`config.mk`:
```
export PLATFORM = sky130hd
export DESIGN_NAME = s2ms_sqrt_pipe
export DESIGN_NICKNAME = d
export VERILOG_FILES = /design/src/sv/s2ms_sqrt_pipe.sv
export SDC_FILE = /design/constraint.sdc
export NUM_CORES = 2
export LEC_CHECK = 0
export BUFFER_PORTS_ARGS = -buffer_cell sky130_fd_sc_hd__buf_4
export CELL_PAD_IN_SITES_DETAIL_PLACEMENT = 1
export CELL_PAD_IN_SITES_GLOBAL_PLACEMENT = 2
export CORE_MARGIN = 3
export CORE_UTILIZATION = 46
export CTS_CLUSTER_DIAMETER = 50
export CTS_CLUSTER_SIZE = 8
export DETAILED_ROUTE_END_ITERATION = 10
export PLACE_DENSITY_LB_ADDON = 0.1
export SYNTH_ARGS = -nofsm -noshare
export SYNTH_HDL_FRONTEND = slang
export SYNTH_MEMORY_MAX_BITS = 65536
export SYNTH_SLANG_ARGS = --single-unit
```
`constraint.sdc`:
```
create_clock -name clk_i -period 5 [get_ports clk_i]
set_input_delay 0.75 -clock clk_i [delete_from_list [all_inputs] [get_ports clk_i]]
set_output_delay 0.75 -clock clk_i [all_outputs]
set_load 0.005 [all_outputs]
```
`src/sv/s2ms_sqrt_pipe.sv`:
```
module s2ms_sqrt_pipe #(
  parameter int RadW = 66,
  parameter int SbW  = 1
) (
  input  logic              clk_i,
  input  logic              rst_ni,
  input  logic              en_i,
  input  logic              valid_i,
  input  logic [RadW-1:0]   rad_i,
  input  logic [SbW-1:0]    sb_i,
  output logic              valid_o,
  output logic [RadW/2-1:0] root_o,
  output logic [SbW-1:0]    sb_o
);

  // One result bit per stage, radicand consumed two bits at a time.
  localparam int K = RadW / 2;

  logic            vld_q  [K];
  logic [K+1:0]    rem_q  [K];
  logic [K-1:0]    root_q [K];
  logic [RadW-1:0] rad_q  [K];
  logic [SbW-1:0]  sb_q   [K];

  for (genvar j = 0; j < K; j++) begin : g_step
    logic            v_p;
    logic [K+1:0]    rem_p;
    logic [K-1:0]    root_p;
    logic [RadW-1:0] rad_p;
    logic [SbW-1:0]  sb_p;
    logic [K+3:0]    trial_v;
    logic [K+3:0]    test_v;
    logic            ge;

    if (j == 0) begin : g_first
      assign v_p    = valid_i;
      assign rem_p  = '0;
      assign root_p = '0;
      assign rad_p  = rad_i;
      assign sb_p   = sb_i;
    end else begin : g_next
      assign v_p    = vld_q[j-1];
      assign rem_p  = rem_q[j-1];
      assign root_p = root_q[j-1];
      assign rad_p  = rad_q[j-1];
      assign sb_p   = sb_q[j-1];
    end

    assign test_v  = {rem_p, rad_p[RadW-1 -: 2]};
    assign trial_v = (K+4)'({root_p, 2'b01});
    assign ge      = (test_v >= trial_v);

    always_ff @(posedge clk_i or negedge rst_ni) begin
      if (!rst_ni) begin
        vld_q[j] <= 1'b0;
      end else if (en_i) begin
        vld_q[j] <= v_p;
      end
    end

    always_ff @(posedge clk_i) begin
      if (en_i) begin
        rem_q[j]  <= ge ? (K+2)'(test_v - trial_v) : (K+2)'(test_v);
        root_q[j] <= {root_p[K-2:0], ge};
        rad_q[j]  <= rad_p << 2;
        sb_q[j]   <= sb_p;
      end
    end
  end

  assign valid_o = vld_q[K-1];
  assign root_o  = root_q[K-1];
  assign sb_o    = sb_q[K-1];

endmodule

```
### After elaboration in Yosys (flattened, before gate mapping)

Memories as Yosys holds them, arrays and structs flattened.
Cells that the tools add are included.

| operators by class | value |
|---|---|
| $add $sub $neg | 33 |
| magnitude comparators | 33 |
| mux-type cells | 35 |

Operators by type and width:

| kind | count |
|---|---|
| $ge A37 B35 Y1 | 32 |
| $mux W35 | 33 |
| $sub A35 B35 Y35 | 32 |
| $sub A2 B1 Y3 const B | 1 |
| $ge A2 B1 Y1 const B | 1 |
| $mux W1 | 2 |

| word-level totals | value |
|---|---|
| register bits | 33 |
| memory bits (writable) | 4389 |
| input bits | 71 |
| output and inout bits | 35 |
| memories | 4 |

Memories:

| memory | words | bits a word | rd ports | clocked after memory_dff | write ports | line | source |
|---|---|---|---|---|---|---|---|
| rad_q | 33 | 64 | 32 | 0 | 33 | 22 | `logic [RadW-1:0] rad_q [K];` |
| rem_q | 33 | 35 | 32 | 0 | 33 | 20 | `logic [K+1:0] rem_q [K];` |
| root_q | 33 | 33 | 33 | 0 | 33 | 21 | `logic [K-1:0] root_q [K];` |
| sb_q | 33 | 1 | 33 | 0 | 33 | 23 | `logic [SbW-1:0] sb_q [K];` |

### Logic depth before layout (Yosys ltp)

An unclocked memory read counts as a cell.

| logic depth | value |
|---|---|
| word-level depth | 3 |
| gate-level depth with buffers | 14 |
| mapped depth without buffers | 13 |

### Worst setup path before layout

No wires, ideal clock.

| timing path | value |
|---|---|
| path kind | register to register |
| start point | memory rem_q[0][442] in the netlist's numbering |
| end point | memory rem_q[0][459] in the netlist's numbering, data pin |
| data arrival time | 3.205 ns |
| required time | 4.740 ns |
| path slack | 1.536 ns |
| cell stages (with the launch flop) | 9 |
| clock period less this slack | 3.464 ns |
| cells stage by stage | edfxtp_1 -> or3_4 -> or4_4 -> or4_1 -> or3_1 -> or4_4 -> a21oi_4 -> buf_6 -> mux2_2 |

RTL lines:

| element | line |
|---|---|
| start: declaration | 20 |

==> summary.md <==
| Metric | Value |
|---|---|
| Wire per inst | `~21 um` |
| Worst hold path class | `primary input to flip-flop` |
| Crit path time final | `approximately 4.5 ns` |
| CP max stage delay | `about 0.79 ns` |
| Flop-to-flop setup slack | `0.52 ns` |
| CTS H-tree depth | `5` |
| Vias per cell | `5.48` |
| Clock net sink count | `~2800` |
| Port Buf Inserts | `roughly 110` |
| Initial Utilization | `between 40% and 50%` |
| Number of buffers created by CTS | `415` |
| Core area | `0.275 mm^2` |
| Max Clock Skew | `approximately 0.07 ns` |
| Ys Warns | `0` |
| Clock Pin Slew Worst Setup and Hold Paths | `approximately 0.05 ns` |
| RD Place Congestion | `0.857` |
| Largest net degree at the start of global routing | `between 150 and 200` |
| RSZ-0062 raised after global routing | `no` |
| Syn_area_per_cell | `13.0 um^2` |
| Crit path arrival time | `between 5 and 6 ns` |
| Max-capacitance violation count | `0` |
| Initial antenna violation count | `14` |
| Area of placed instances | `~0.13 mm^2` |
| Initial DRT Pass Iterations | `6` |
| Gr ovfl total | `0` |
| Post-Route WL | `301000 um` |
| Buf/Inv on CP | `1` |
| Crit path to | `rem_q[0][1093]` |
| DRC viols | `0` |
| EDFF count, synth | `approximately 2700` |
| Area growth syn-to-layout | `14.5%` |
| CTS tree | `done` |
| Pwr Density | `485 mW/mm^2` |
| Fmax | `0.223 GHz` |
| Vias in the first global route | `roughly 83000` |
| Critical path fanouts, max | `49` |
| Final hold viol count | `0` |
| First-pass GRT wire length | `between 400000 and 500000 um` |
| FFs w/ async S/R, synth | `1.20%` |
| Tightest Pin Transition | `1.11 ns` |
| # IOs | `106` |
| Layout cells sized above 1 | `roughly 8.5%` |
| Mapped Area | `between 0.1 and 0.15 mm^2` |
| Maximum root-to-sink buffer count | `4` |
| Fin nets | `approximately 11000` |
| Slew HR | `about a quarter` |
| Cell depth of the worst setup path | `10` |
| Initial DRC Count | `between 4000 and 5000` |
| Setup bufs post-CTS | `0` |
| Post-route ant nets | `0` |
| Most used cell, CP | `o21ai_0` |
| Die H | `~530 um` |
| Setup_tns | `0 ns` |
| Row cnt | `approximately 190` |
| Die ar. | `between 0.2 and 0.3 mm^2` |
| Die X | `~530 um` |
| Vias | `77700` |
| HPWL after DPL | `218000 um` |
| Ys flop type | `edfxtp_1` |
| Slew Limit Fails | `0` |
| CP Class | `flip-flop to flip-flop` |
| Unique masters post-synth | `89` |
| Clk_lat worst skew | `~0.95 ns` |
| Total power | `a little over 70 mW` |
| Worst R2R Path Depth | `10` |
| Fill cell count | `~27000` |
| Final instance area | `about 0.15 mm^2` |
| Final Setup Violations | `0` |
| CP delay by family, top | `compound AO/OA/AOI/OAI gates` |
| Critical Path Source | `rem_q[0][1050]` |
| Util after Layout | `between 50 and 60%` |
| CP required | `between 5 and 6 ns` |
| Mapped Nets | `approximately 11000` |
| Pleak | `about 56 nW` |
| Post-synthesis instance total | `~10000` |
| Worst reg2reg endpoint | `rem_q[0][1093]` |
| Register area share after synthesis | `between 60% and 70%` |
| Clk root buf | `clkbuf_16` |
| Global Route Usage Sum | `21.0%` |
| Critical Path Slowest Stage Cell | `nor3_2` |
| Critical Path End Type | `flip-flop` |
| Reg2reg start | `rem_q[0][1050]` |
| CTS resizes | `0` |
| Worst path cell trace | `ha_1 -> o21ai_0 -> a2111oi_0 -> o21ai_0 -> o2111ai_1 -> o21ai_0 -> nor3_1 -> nor3_2 -> buf_4 -> mux2_2` |
| Status | `completed` |
| Setup crit start kind | `flip-flop` |
| Peak VDD IR | `around 0.37 mV` |
| Synth Register Bits | `roughly 2800` |
| Final Cycle Share | `between 80 and 90%` |
routing by layer:
metal	up-vias	global-route usage, %	part of all wire (%)	wire, um
li1	37400	-	-	-
met1	38500	27.3	44	131000
met2	1266	36.3	50	150000
met3	556	2.73	3.7	11000
met4	4	6.71	3.0	8990
met5	-	0	0.0090	27
registers in the layout, summed over array words and instances (netlist names):
| name | flops |
|---|---|
| root_q | 561 |
| rem_q | 1067 |
| valid_o | 1 |
| sb_q | 33 |
| g_step.v_p | 32 |
| rad_q | 1056 |
what timing repair did:
action / in CTS / in global routing
hold buffers: 70 / 0
setup endpoints to repair: 0 / 0
hold endpoints to repair: 101 / 0
through the flow:
stage,hold slack (ns),setup slack [ns],std cells
floorplan,0.400,1.54,9840
global placement,0.400,0.579,13500
detailed placement,0.405,0.504,13500
CTS,0.226,0.492,14200
global route,0.274,0.0681,14200
finish,0.282,0.524,14200
placed cells by master, fill, tap and decap left out, types with 50 or more instances in the layout:
master         instances
a211oi_1              57
inv_1                745
dlygate4sd3_1         70
clkbuf_16            415
edfxtp_1            2717
nor4_1               147
o211ai_1              54
nor2_1               625
mux2_2               102
xor2_1               459
clkbuf_1              52
a31oi_1               50
buf_4                189
nand4_1              103
xnor2_1              439
nand2b_1             123
ha_1                 596
a21o_1               241
nor3_1               246
nor2b_1               65
o31ai_1               55
o21bai_1              59
o21a_1               102
or4_1                 72
or3_1                101
a21oi_1              593
nand2_1              703
and3_1                61
o21ai_0              490
nand3_1              159
report_power, final:
part           internal, mW  total, mW  switching, mW
clock network          15.5       25.3           9.85
registers              29.3       31.3           2.06
logic                  5.70       14.1           8.41
total                  50.5       70.8           20.3
how the worst min path moves through the flow:
| stage | from | end | slack, ns | depth (start not counted) |
|---|---|---|---|---|
| after global placement | rad_q[0][198] | rad_q[0][264] | 0.40 | 0 |
| after detailed placement | rad_q[0][939] | rad_q[0][1005] | 0.41 | 0 |
| after global routing | en_i | rad_q[0][44] | 0.27 | 1 |
| final | en_i | rad_q[0][44] | 0.28 | 1 |
| after CTS | rst_ni | g_step[3].v_p | 0.23 | 2 |
| after floorplan | rad_q[0][934] | rad_q[0][1000] | 0.40 | 0 |
cell type report:
class | instances | area [um^2] | share of cell area, %
inverters | 752 | 2820 | 1.93
multi-input cells | 6147 | 41600 | 28.5
repair buffers | 279 | 2530 | 1.73
diodes | 2 | 5.00 | 0.00343
well taps | 3686 | 4610 | 3.16
clock inverters | 111 | 1400 | 0.958
flip-flops and latches | 2750 | 82400 | 56.5
clock buffers | 467 | 10600 | 7.25
logic make-up (layout without fill, tap and decap cells):
group           count (synthesis)  count (layout)  synth area share, %
flops                        2750            2750                 64.6
simple gates                 2589            2589                 9.98
compound gates               1942            1942                 9.48
buf+inv                       943            1609                 2.82
xor+xnor                      898             898                 6.17
fa+ha+maj                     596             596                 5.85
mux                           121             121                 1.05
other cells                     1               3              0.00294
cell usage after synthesis, types with 101 or more instances:
cell type,number,area [um^2]
a21o_1,241,1810
a21oi_1,595,2980
clkbuf_1,174,653
edfxtp_1,2717,81600
ha_1,596,7460
inv_1,745,2800
mux2_2,102,1150
nand2_1,703,2640
nand2b_1,123,769
nand3_1,159,796
nand4_1,103,644
nor2_1,625,2350
nor3_1,249,1250
nor4_1,147,920
o21a_1,102,766
o21ai_0,490,2450
or3_1,101,632
xnor2_1,439,3840
xor2_1,459,4020
No activity file was read; power rests on OpenSTA's default activity.
